**src/rtl/pcm_decimate_to_8bit_stereo_unit_assert.svh**
```systemverilog
// Assertion macros for the PCM decimator block.
// Used by the top level only; no other dependencies.
`ifndef PCM_DECIMATE_TO_8BIT_STEREO_UNIT_ASSERT_SVH
`define PCM_DECIMATE_TO_8BIT_STEREO_UNIT_ASSERT_SVH

// Same-cycle implication, disabled while reset is asserted.
`define PCMD8_ASSERT_IMPL(label, clk, rst_n, ante, cons, msg) \
  label: assert property (@(posedge clk) disable iff (!rst_n) (ante) |-> (cons)) \
    else $error(msg);

// Next-cycle implication, disabled while reset is asserted.
`define PCMD8_ASSERT_NEXT(label, clk, rst_n, ante, cons, msg) \
  label: assert property (@(posedge clk) disable iff (!rst_n) (ante) |=> (cons)) \
    else $error(msg);

`endif

```
**src/rtl/pcmd8_pkg.sv**
```systemverilog
// Shared types, constants and sample conversion for the PCM decimator.
// No dependencies.
`timescale 1ns / 1ps

package pcmd8_pkg;

  localparam int RATE_W    = 18;
  localparam int PHASE_W   = 19;
  localparam int IN_W      = 16;
  localparam int OUT_W     = 8;
  localparam int CFG_IDX_W = 2;

  localparam logic [RATE_W-1:0] RATE_RESET = RATE_W'(44100);

  localparam logic [CFG_IDX_W-1:0] REG_STEREO_MODE = 2'd0;
  localparam logic [CFG_IDX_W-1:0] REG_INPUT_RATE  = 2'd1;
  localparam logic [CFG_IDX_W-1:0] REG_OUTPUT_RATE = 2'd2;

  typedef struct packed {
    logic              stereo_mode;
    logic [RATE_W-1:0] input_rate;
    logic [RATE_W-1:0] output_rate;
  } cfg_t;

  // Divide by 256 with truncation toward zero.
  function automatic logic signed [OUT_W-1:0] to_8bit(input logic signed [IN_W-1:0] s);
    logic signed [OUT_W-1:0] q;
    q = s[IN_W-1:IN_W-OUT_W];
    if (s[IN_W-1] && (s[IN_W-OUT_W-1:0] != '0)) begin
      q = q + OUT_W'(1);
    end
    return q;
  endfunction

endpackage

```
**src/rtl/pcmd8_phase.sv**
```systemverilog
// Phase accumulator that picks which frames survive decimation.
// Depends on pcmd8_pkg for the configuration struct and widths.
`timescale 1ns / 1ps

module pcmd8_phase (
  input  logic                         clk,
  input  logic                         rst_n,
  input  pcmd8_pkg::cfg_t              cfg,
  input  logic                         advance,
  input  logic                         buffer_end,
  output logic                         emit,
  output logic                         decimating,
  output logic [pcmd8_pkg::PHASE_W-1:0] phase
);

  logic [pcmd8_pkg::PHASE_W-1:0] phase_r;
  logic [pcmd8_pkg::PHASE_W-1:0] phase_nxt;
  logic [pcmd8_pkg::PHASE_W-1:0] in_rate_ext;
  logic [pcmd8_pkg::PHASE_W-1:0] out_rate_ext;
  logic [pcmd8_pkg::PHASE_W-1:0] step;

  assign in_rate_ext  = {1'b0, cfg.input_rate};
  assign out_rate_ext = {1'b0, cfg.output_rate};
  assign decimating   = cfg.input_rate > cfg.output_rate;
  assign emit         = decimating ? (phase_r < out_rate_ext) : 1'b1;
  assign step         = emit ? in_rate_ext : '0;
  assign phase        = phase_r;

  always_comb begin
    phase_nxt = phase_r;
    if (advance) begin
      if (buffer_end || !decimating) begin
        phase_nxt = '0;
      end else begin
        phase_nxt = phase_r + step - out_rate_ext;
      end
    end
  end

  always_ff @(posedge clk) begin
    if (!rst_n) begin
      phase_r <= '0;
    end else begin
      phase_r <= phase_nxt;
    end
  end

endmodule

```
**src/rtl/pcm_decimate_to_8bit_stereo_unit.sv**
```systemverilog
// Top level of the 16-bit to 8-bit stereo PCM decimator.
// Depends on pcmd8_pkg, pcmd8_phase and the assertion macro header.
//
// Usage: frames enter on the in_ channel (left, right, buffer_end) under
// valid/ready. A frame is either dropped by the phase accumulator or turned
// into one 8-bit stereo result on the out_ channel. Mono frames copy the
// left result onto the right output.
// Registers are written on the cfg_ channel (index 0 stereo_mode, 1
// input_rate, 2 output_rate); cfg_ready is always high, and writes are
// expected only while no frame is in flight.
// A kept frame's result is registered in the output slot, or in the skid
// register while the output stalls. Throughput is one frame per cycle while
// in_ready is high, as the phase compare and add are combinational. Once the
// skid register holds a result, in_ready drops until the output drains.
// Reset clears the phase remainder and both output slots and restores the
// registers to stereo mode with both rates at 44100 Hz.
`timescale 1ns / 1ps
`include "pcm_decimate_to_8bit_stereo_unit_assert.svh"

module pcm_decimate_to_8bit_stereo_unit (
  input  logic                                  clk,
  input  logic                                  rst_n,
  input  logic                                  in_valid,
  output logic                                  in_ready,
  input  logic signed [pcmd8_pkg::IN_W-1:0]     in_left_sample,
  input  logic signed [pcmd8_pkg::IN_W-1:0]     in_right_sample,
  input  logic                                  in_buffer_end,
  output logic                                  out_valid,
  input  logic                                  out_ready,
  output logic signed [pcmd8_pkg::OUT_W-1:0]    out_left_out,
  output logic signed [pcmd8_pkg::OUT_W-1:0]    out_right_out,
  input  logic                                  cfg_valid,
  output logic                                  cfg_ready,
  input  logic [pcmd8_pkg::CFG_IDX_W-1:0]       cfg_index,
  input  logic [pcmd8_pkg::RATE_W-1:0]          cfg_data
);

  pcmd8_pkg::cfg_t cfg_r;
  logic            accept;
  logic            emit;
  logic            decimating;
  logic            new_valid;
  logic            drain;
  logic [pcmd8_pkg::PHASE_W-1:0] phase;

  logic signed [pcmd8_pkg::OUT_W-1:0] new_left;
  logic signed [pcmd8_pkg::OUT_W-1:0] new_right;

  logic                               out_valid_r;
  logic signed [pcmd8_pkg::OUT_W-1:0] out_left_r;
  logic signed [pcmd8_pkg::OUT_W-1:0] out_right_r;
  logic                               skid_valid_r;
  logic signed [pcmd8_pkg::OUT_W-1:0] skid_left_r;
  logic signed [pcmd8_pkg::OUT_W-1:0] skid_right_r;

  assign cfg_ready = 1'b1;
  assign in_ready  = !skid_valid_r;
  assign accept    = in_valid && in_ready;
  assign drain     = out_valid_r && out_ready;

  always_ff @(posedge clk) begin
    if (!rst_n) begin
      cfg_r.stereo_mode <= 1'b1;
      cfg_r.input_rate  <= pcmd8_pkg::RATE_RESET;
      cfg_r.output_rate <= pcmd8_pkg::RATE_RESET;
    end else if (cfg_valid && cfg_ready) begin
      unique case (cfg_index)
        pcmd8_pkg::REG_STEREO_MODE: cfg_r.stereo_mode <= cfg_data[0];
        pcmd8_pkg::REG_INPUT_RATE:  cfg_r.input_rate  <= cfg_data;
        pcmd8_pkg::REG_OUTPUT_RATE: cfg_r.output_rate <= cfg_data;
        default: ;
      endcase
    end
  end

  pcmd8_phase u_phase (
    .clk        (clk),
    .rst_n      (rst_n),
    .cfg        (cfg_r),
    .advance    (accept),
    .buffer_end (in_buffer_end),
    .emit       (emit),
    .decimating (decimating),
    .phase      (phase)
  );

  assign new_valid = accept && emit;
  assign new_left  = pcmd8_pkg::to_8bit(in_left_sample);
  assign new_right = cfg_r.stereo_mode ? pcmd8_pkg::to_8bit(in_right_sample) : new_left;

  always_ff @(posedge clk) begin
    if (!rst_n) begin
      out_valid_r  <= 1'b0;
      skid_valid_r <= 1'b0;
    end else begin
      if (!out_valid_r || drain) begin
        if (skid_valid_r) begin
          out_valid_r  <= 1'b1;
          skid_valid_r <= new_valid;
        end else begin
          out_valid_r <= new_valid;
        end
      end else if (new_valid) begin
        skid_valid_r <= 1'b1;
      end
    end
  end

  always_ff @(posedge clk) begin
    if (!out_valid_r || drain) begin
      if (skid_valid_r) begin
        out_left_r  <= skid_left_r;
        out_right_r <= skid_right_r;
        if (new_valid) begin
          skid_left_r  <= new_left;
          skid_right_r <= new_right;
        end
      end else if (new_valid) begin
        out_left_r  <= new_left;
        out_right_r <= new_right;
      end
    end else if (new_valid) begin
      skid_left_r  <= new_left;
      skid_right_r <= new_right;
    end
  end

  assign out_valid     = out_valid_r;
  assign out_left_out  = out_left_r;
  assign out_right_out = out_right_r;

  `PCMD8_ASSERT_IMPL(a_skid_behind_out, clk, rst_n, skid_valid_r, out_valid_r,
    "skid register holds an item while the output slot is empty")
  `PCMD8_ASSERT_NEXT(a_buffer_end_clears, clk, rst_n, accept && in_buffer_end, phase == '0,
    "phase remainder not cleared after a buffer end")
  `PCMD8_ASSERT_NEXT(a_passthrough_zero, clk, rst_n, accept && !decimating, phase == '0,
    "phase remainder not held at zero in pass-through")
  `PCMD8_ASSERT_NEXT(a_stall_holds, clk, rst_n, out_valid_r && !out_ready, out_valid_r,
    "pending result lost while the receiver stalls")

endmodule

```
**config.mk**
```make
export PLATFORM = sky130hd
export DESIGN_NAME = pcm_decimate_to_8bit_stereo_unit
export DESIGN_NICKNAME = d
export VERILOG_FILES = /design/src/rtl/pcmd8_pkg.sv /design/src/rtl/pcmd8_phase.sv /design/src/rtl/pcm_decimate_to_8bit_stereo_unit.sv
export VERILOG_INCLUDE_DIRS = /design/src /design/src/rtl
export SDC_FILE = /design/constraint.sdc
export NUM_CORES = 1
export LEC_CHECK = 0
export BUFFER_PORTS_ARGS = -buffer_cell sky130_fd_sc_hd__buf_2
export CORE_ASPECT_RATIO = 1.4
export CORE_MARGIN = 4
export CORE_UTILIZATION = 47
export DETAILED_ROUTE_END_ITERATION = 12
export PLACE_DENSITY = 0.78
export SETUP_SLACK_MARGIN = 0.2
export SYNTH_ARGS = -nofsm -noshare
export SYNTH_HDL_FRONTEND = slang
export SYNTH_SLANG_ARGS = --single-unit
export TNS_END_PERCENT = 5
```
**constraint.sdc**
```tcl
create_clock -name clk -period 4.7 [get_ports clk]
set_clock_uncertainty 0.05 [all_clocks]
set_input_delay 0.705 -clock clk [delete_from_list [all_inputs] [get_ports clk]]
set_output_delay 0.705 -clock clk [all_outputs]
set_load 0.01 [all_outputs]
```
# Yosys cells after proc, flatten, opt, wreduce, memory -nomap -nowiden
# Cells that the tools add are included.
# W data, S select, Z words.
# op_classes
n_bitwise	0
reduce_logical	19
n_mul	0
n_lt_le_gt_ge	2
add_sub_neg	4
div	0
muxes	20
shifts	0
n_eq_ne	3
# op_table
op	n
$mux W8	13
$add A19 B19 Y19	1
$lt A19 B18 Y1	1
$mux W19	1
$sub A19 B18 Y19	1
$gt A18 B18 Y1	1
$mux W18	1
$add A8 B2 Y8 const B	2
$reduce_bool A8 Y1	2
$reduce_and A2 Y1	4
$logic_and A1 B1 Y1	5
$mux W1	5
$reduce_bool A2 Y1	2
$logic_not A1 Y1	3
$eq A2 B1 Y1 const B	1
$eq A2 B2 Y1 const B	1
$logic_not A2 Y1	1
$logic_or A1 B1 Y1	2
$ne A2 B2 Y1 const B	1
# word_totals
wordCells	58
rom_bits	0
ram_bits	0
input_bits	58
ff_bits	90
latchBits	0
out_inout_bits	19
memories	0

# Longest topological paths before layout
# depth
depth_word	7
ltp_mapped	23
mapped_depth_nobuf	20

# By module
# A second synthesis with hierarchy kept.
# hier_totals
cells_unflattened	689
hier_area_um2	6286.0
# modules_own_cells
mod	n_inst	area_per_inst_um2	seq_area_each_um2	cells_each
pcm_decimate_to_8bit_stereo_unit	1	3161.8	1741.7	294
pcmd8_phase	1	3124.2	380.4	395

# Worst setup path before layout
# Ideal clock, no wire load.
# synth_path
path_type	flip-flop to flip-flop
from	register cfg_r[8] in the netlist's numbering
to	register u_phase.phase_r (netlist bit u_phase.phase[15])
setup_slack_ns	0.429
t_arrival_ns	4.151
path_stages_with_launch	23
required_ns	4.580
n_path_buf	2
path_cell_list	dfxtp_1 > inv_1 > ha_1 > and4_1 > and4_4 > a221oi_2 > o211ai_1 > nand2_2 > o21bai_1 > buf_4 > buf_6 > nand2_1 > fa_1 > inv_1 > ha_1 > a21oi_2 > o21bai_1 > a21o_1 > a2111oi_0 > o22ai_1 > xor2_1 > nand3_1 > a21boi_1
# synth_between
elab_chain_cells	6
elab_cells_between_ends	9
# synth_lines
element	line	rtl
start, declared	pcm_decimate_to_8bit_stereo_unit.sv:38	pcmd8_pkg::cfg_t cfg_r;
$lt A19 B18 Y1 or $gt A18 B18 Y1 (tied branches)	pcmd8_phase.sv:25, pcmd8_phase.sv:24	
$mux W1	pcmd8_phase.sv:25	assign emit = decimating ? (phase_r < out_rate_ext) : 1'b1;
$mux W18	pcmd8_phase.sv:26	assign step = emit ? in_rate_ext : '0;
$add A19 B19 Y19	pcmd8_phase.sv:35	phase_nxt = phase_r + step - out_rate_ext;
$sub A19 B18 Y19	pcmd8_phase.sv:35	
$mux W19 *	pcmd8_phase.sv:32	if (buffer_end || !decimating) begin
end signal, assigned	pcmd8_phase.sv:44	phase_r <= phase_nxt;
end, declared	pcmd8_phase.sv:16	logic [pcmd8_pkg::PHASE_W-1:0] phase_r;
# Every way passes the cells marked *; elsewhere a longest branch is shown, timed or not.
# A chain may end at the register's enable or synchronous reset.

# Final worst setup path
# layout_path
from	register cfg_r[3] in the netlist's numbering
to	register u_phase.phase_r (netlist bit u_phase.phase[15])
# The elaborated chain is that of the path after synthesis.

==> results by stage <==
Floorplanning:
- The initial core utilization is 0.4849.
- The width of the chip is 103.9 um.
- The floorplan step defined a die boundary enclosing 14790 um2.
- The floorplan has 48 rows.
- The floorplan step set the die height to 142.3 um.
- The area of the core is 12490 um2.
- The count of boundary I/O pins is 77.

STA:
- Setup violations remaining at the end of the flow were counted as 0.
- The post-layout worst setup margin is 299.3 ps.
- The highest clock rate is 0.2272 GHz.
- At the pin with the least slew margin, the transition time is 1048 ps.
- After layout, the minimum clock period comes to 4401 ps.
- The final count of hold timing violations is 0.
- Setup repair after global routing could not meet its margin everywhere.
- The part of the cycle the worst path needs is 0.9363.
- The max-slew violation count is 0.
- Setup total negative slack on the finished layout was measured at 0 ps.
- Hold is met by 422.2 ps.
- The tightest slew margin relative to the limit is 0.3011.

Layout:
- At the end of the flow, the number of nets in the layout was 882.
- The post-layout instance count excluding filler cells is 905.
- The number of diodes is 0.
- The library cells used most frequently in the layout, excluding fill and tap cells, are sky130_fd_sc_hd__nand2_1, sky130_fd_sc_hd__buf_2, sky130_fd_sc_hd__inv_1.
- The most common cell after layout, fill and taps aside is sky130_fd_sc_hd__nand2_1.
- The share of cells above drive strength 1 is 0.2225.
- The area growth from synthesis to layout is 15.74%.

Logic synthesis:
- The flip-flop cell with the highest count after synthesis is sky130_fd_sc_hd__dfxtp_1.
- In this run, synthesis inferred 32 flip-flops with an integrated enable.
- The proportion of netlist area held by the largest area contributor is 0.1917.
- Yosys mapped the design onto 60 distinct sky130hd cell types.
- In the synthesized netlist the async set-or-reset flop fraction comes to 0.
- Of the synthesized area, sequential elements account for 0.3503.
- Synthesis produced a netlist whose cell count is 675.
- The post-synthesis instance area is 6057 um2.
- The Yosys step of the flow raised 0 warnings.
- The number of nets handed over by synthesis was 807.
- The largest total area in the synthesized netlist belongs to sky130_fd_sc_hd__dfxtp_1.
- Averaged over all synthesized cells, the footprint is 8.973 um2.
- The synthesized design contains 90 register bits.
- Sorting the synthesized cells by area gives the leading types as sky130_fd_sc_hd__dfxtp_1, sky130_fd_sc_hd__edfxtp_1, sky130_fd_sc_hd__ha_1.

Critical path:
- The maximum single-stage delay on the critical path is 480 ps.
- The depth of the most critical reg-to-reg path is 21.
- Data arrives at the worst endpoint at 4640 ps.
- The top cell family by delay on the critical path is compound AO/OA/AOI/OAI gates.
- For the worst setup path, the data required time is 4940 ps.
- The buffers plus inverters on the worst setup path is 3.
- The critical path goes through inv_1, ha_1, a21oi_1, o21ai_0, a221oi_1, o211ai_1, nand2_2, o21bai_4, buf_4, nand2_1, fa_1, inv_1, ha_1, a21oi_2, o21bai_1, a21o_1, a2111oi_2, o22ai_1, xor2_1, nand3_1, a21boi_1.
- The slowest cell on the critical path is sky130_fd_sc_hd__fa_1.
- The worst setup path is launched from a register.
- The startpoint identified for the worst register-to-register timing path is cfg_r[3].
- STA classifies the critical path endpoint as a register.
- The reg-to-reg endpoint is u_phase.phase[15].
- The slack of the worst reg-to-reg path is 300 ps.
- The startpoint-to-endpoint class of the critical path is register to register.
- Of all nets on the critical path, the largest fanout is 7.

Run:
- The total of max-cap violations is 0.

Global routing:
- The largest net degree at the start of global routing is 62.
- In the global route stage, met2 resource usage came out at 0.3703.
- For this run, global-route usage on met1 was measured as 0.2260.
- In the global route stage, met3 resource usage came out at 0.03722.
- The via count of the first global-routing pass is 4772.
- The initial antenna violation count was 0.
- In this run the most used layer during global routing was met2.
- The global router's overall resource usage is 0.1995.
- Global routing finished with a remaining overflow of 0.
- The first global-routing pass estimated 23520 um of wire.

Placed design:
- The post-placement setup slack is 43.18 ps.
- The sum of net half-perimeters after detailed placement is 11010 um.
- The final RePlAce weighted congestion is 0.9442.
- In this run the tool buffered the top-level ports with 75 buffer cells.
- The count of placed standard cells including taps is 883.

Power:
- The ratio of total power to cell area is 376.1 nW/um2.
- The worst IR drop on VDD is 0.0001894 V.
- The reported leakage power is 3.034 nW.

Hold path:
- The path class of the tightest hold or removal check is register to register.
- The worst hold path passes through 2 cells.
- The path with the worst hold slack has its endpoint at cfg_r[1].
- The worst hold path begins at cfg_r[1].

Clock tree:
- The clock slew seen by the registers of the worst setup and hold paths is 70 ps.
- For this design, the sink count on the clock tree is 90.
- The H-tree depth reported by CTS is 3.
- The hold-fix buffer count after cts is 0.
- TritonCTS built the clock tree.
- The deepest clock path buffer count is 2.
- Clock latency on the worst-skew pair, taken at its later pin, is 350 ps.
- In this run, CTS created clock tree buffers numbering 9.
- The master cell of the clock root buffer is sky130_fd_sc_hd__clkbuf_16.

Detailed routing:
- The total DRC errors in the routed layout is 0.
- The routed length per placed instance is 16.32 um.
- The number of nets still failing antenna checks after routing is 0.
- The total via count in the routed design is 4949.
- The final wirelength is 14770 um.
- The via density per instance is 5.469.
- The number of search-and-repair iterations in the first detailed-routing pass is 5.
- In this run, the number of DRC markers left after iteration 0 of detailed routing was 252.

Status:
- The run finished with clean final reports.
-- worst reg2reg max path: stages, from the launching register on --
cell and delay [ps]:
sky130_fd_sc_hd__dfxtp_4 360, sky130_fd_sc_hd__inv_1 60, sky130_fd_sc_hd__ha_1 300, sky130_fd_sc_hd__a21oi_1 170, sky130_fd_sc_hd__o21ai_0 140, sky130_fd_sc_hd__a221oi_1 350, sky130_fd_sc_hd__o211ai_1 140, sky130_fd_sc_hd__nand2_2 130
sky130_fd_sc_hd__o21bai_4 140, sky130_fd_sc_hd__buf_4 180, sky130_fd_sc_hd__nand2_1 70, sky130_fd_sc_hd__fa_1 480, sky130_fd_sc_hd__inv_1 40, sky130_fd_sc_hd__ha_1 320, sky130_fd_sc_hd__a21oi_2 220, sky130_fd_sc_hd__o21bai_1 100
sky130_fd_sc_hd__a21o_1 210, sky130_fd_sc_hd__a2111oi_2 300, sky130_fd_sc_hd__o22ai_1 160, sky130_fd_sc_hd__xor2_1 170, sky130_fd_sc_hd__nand3_1 90, sky130_fd_sc_hd__a21boi_1 140
-- through the flow --
stage | instance area [um2] | total power (W) | util
after detailed placement | 6561 | 0.001893 | 0.5252
after floorplan | 6057 | 0.001651 | -
after global routing | 7010 | 0.002806 | 0.5612
final | 7010 | 0.002636 | 0.5612
after global placement | 6561 | 0.001883 | 0.5252
after CTS | 6849 | 0.002581 | 0.5483
-- per-layer routing --
layer,wire [um],up-vias,part of all wire
li1,-,2466,-
met1,6054,2326,0.41
met2,7685,128,0.52
met3,624,29,0.042
met4,410,0,0.028
met5,0,-,0
-- final cells by class --
class | count | area, um2
fillers | 1112 | 5482
clock buffers | 10 | 229.0
well taps | 150 | 187.7
multi-input cells | 484 | 3631
inverters | 74 | 277.8
clock inverters | 6 | 41.29
flip-flops and latches | 90 | 2141
repair buffers | 91 | 503.0
-- sequential cells by signal, summed over array words and instances, names as in the netlist --
register / cells
cfg_r: 37
u_phase.phase: 19
out_right_out: 8
skid_left_r: 8
out_valid: 1
skid_valid_r: 1
skid_right_r: 8
out_left_out: 8
-- logic make-up (layout without fill, tap and decap cells) --
family          count (synthesis)  after routing  share of synthesized area
mux                            17             17                    0.03078
fa+ha+maj                      74             74                     0.1752
other cells                     1              1                  0.0006191
simple gates                  230            230                     0.1814
compound gates                135            135                     0.1522
buf+inv                       101            181                    0.06796
flops                          90             90                     0.3503
xor+xnor                       27             27                    0.04152
-- worst max path at each step --
stage,cells after the start,slack [ps],startpoint,endpoint
after floorplan,22,430,cfg_r[8],u_phase.phase[15]
after global placement,19,180,cfg_r[4],u_phase.phase[16]
after detailed placement,19,40,cfg_r[4],u_phase.phase[16]
after CTS,20,190,cfg_r[2],u_phase.phase[10]
after global routing,20,40,cfg_r[1],u_phase.phase[18]
final,21,300,cfg_r[3],u_phase.phase[15]
-- what timing repair did --
item	CTS	global route
endpoints found under the setup margin	10	12
resized for setup	4	40
setup buffers	1	5
endpoints found under the hold margin	0	0
pin swaps	0	22
gates cloned	0	0
-- report_power, final --
group	leakage (nW)	switching, W	internal [W]	total (W)
Sequential	0.775	0.0000347	0.000870	0.000904
Clock	0.129	0.000314	0.000360	0.000673
Combinational	2.13	0.000587	0.000471	0.00106
Total	3.03	0.000936	0.00170	0.00264
-- synth_stat cells (3+ instances only) --
cell,n
sky130_fd_sc_hd__nor2_1,21
sky130_fd_sc_hd__and4_1,5
sky130_fd_sc_hd__a2111oi_0,3
sky130_fd_sc_hd__nand2_1,121
sky130_fd_sc_hd__a21oi_1,28
sky130_fd_sc_hd__nor4_1,5
sky130_fd_sc_hd__a21o_1,12
sky130_fd_sc_hd__fa_1,18
sky130_fd_sc_hd__mux2i_1,4
sky130_fd_sc_hd__a21boi_0,35
sky130_fd_sc_hd__a21boi_1,5
sky130_fd_sc_hd__o21ai_0,17
sky130_fd_sc_hd__edfxtp_1,32
sky130_fd_sc_hd__nand4_1,8
sky130_fd_sc_hd__buf_6,3
sky130_fd_sc_hd__xor2_1,8
sky130_fd_sc_hd__nor2b_1,3
sky130_fd_sc_hd__o21ai_1,3
sky130_fd_sc_hd__xnor2_1,17
sky130_fd_sc_hd__a211oi_1,4
sky130_fd_sc_hd__ha_1,56
sky130_fd_sc_hd__o21bai_1,4
sky130_fd_sc_hd__mux2_2,13
sky130_fd_sc_hd__nand3_1,39
sky130_fd_sc_hd__inv_1,73
sky130_fd_sc_hd__clkbuf_1,19
sky130_fd_sc_hd__and2_1,5
sky130_fd_sc_hd__o21a_1,3
sky130_fd_sc_hd__o211ai_1,10
sky130_fd_sc_hd__and3_1,7
sky130_fd_sc_hd__dfxtp_1,58
(Power assumes the default switching activity.)
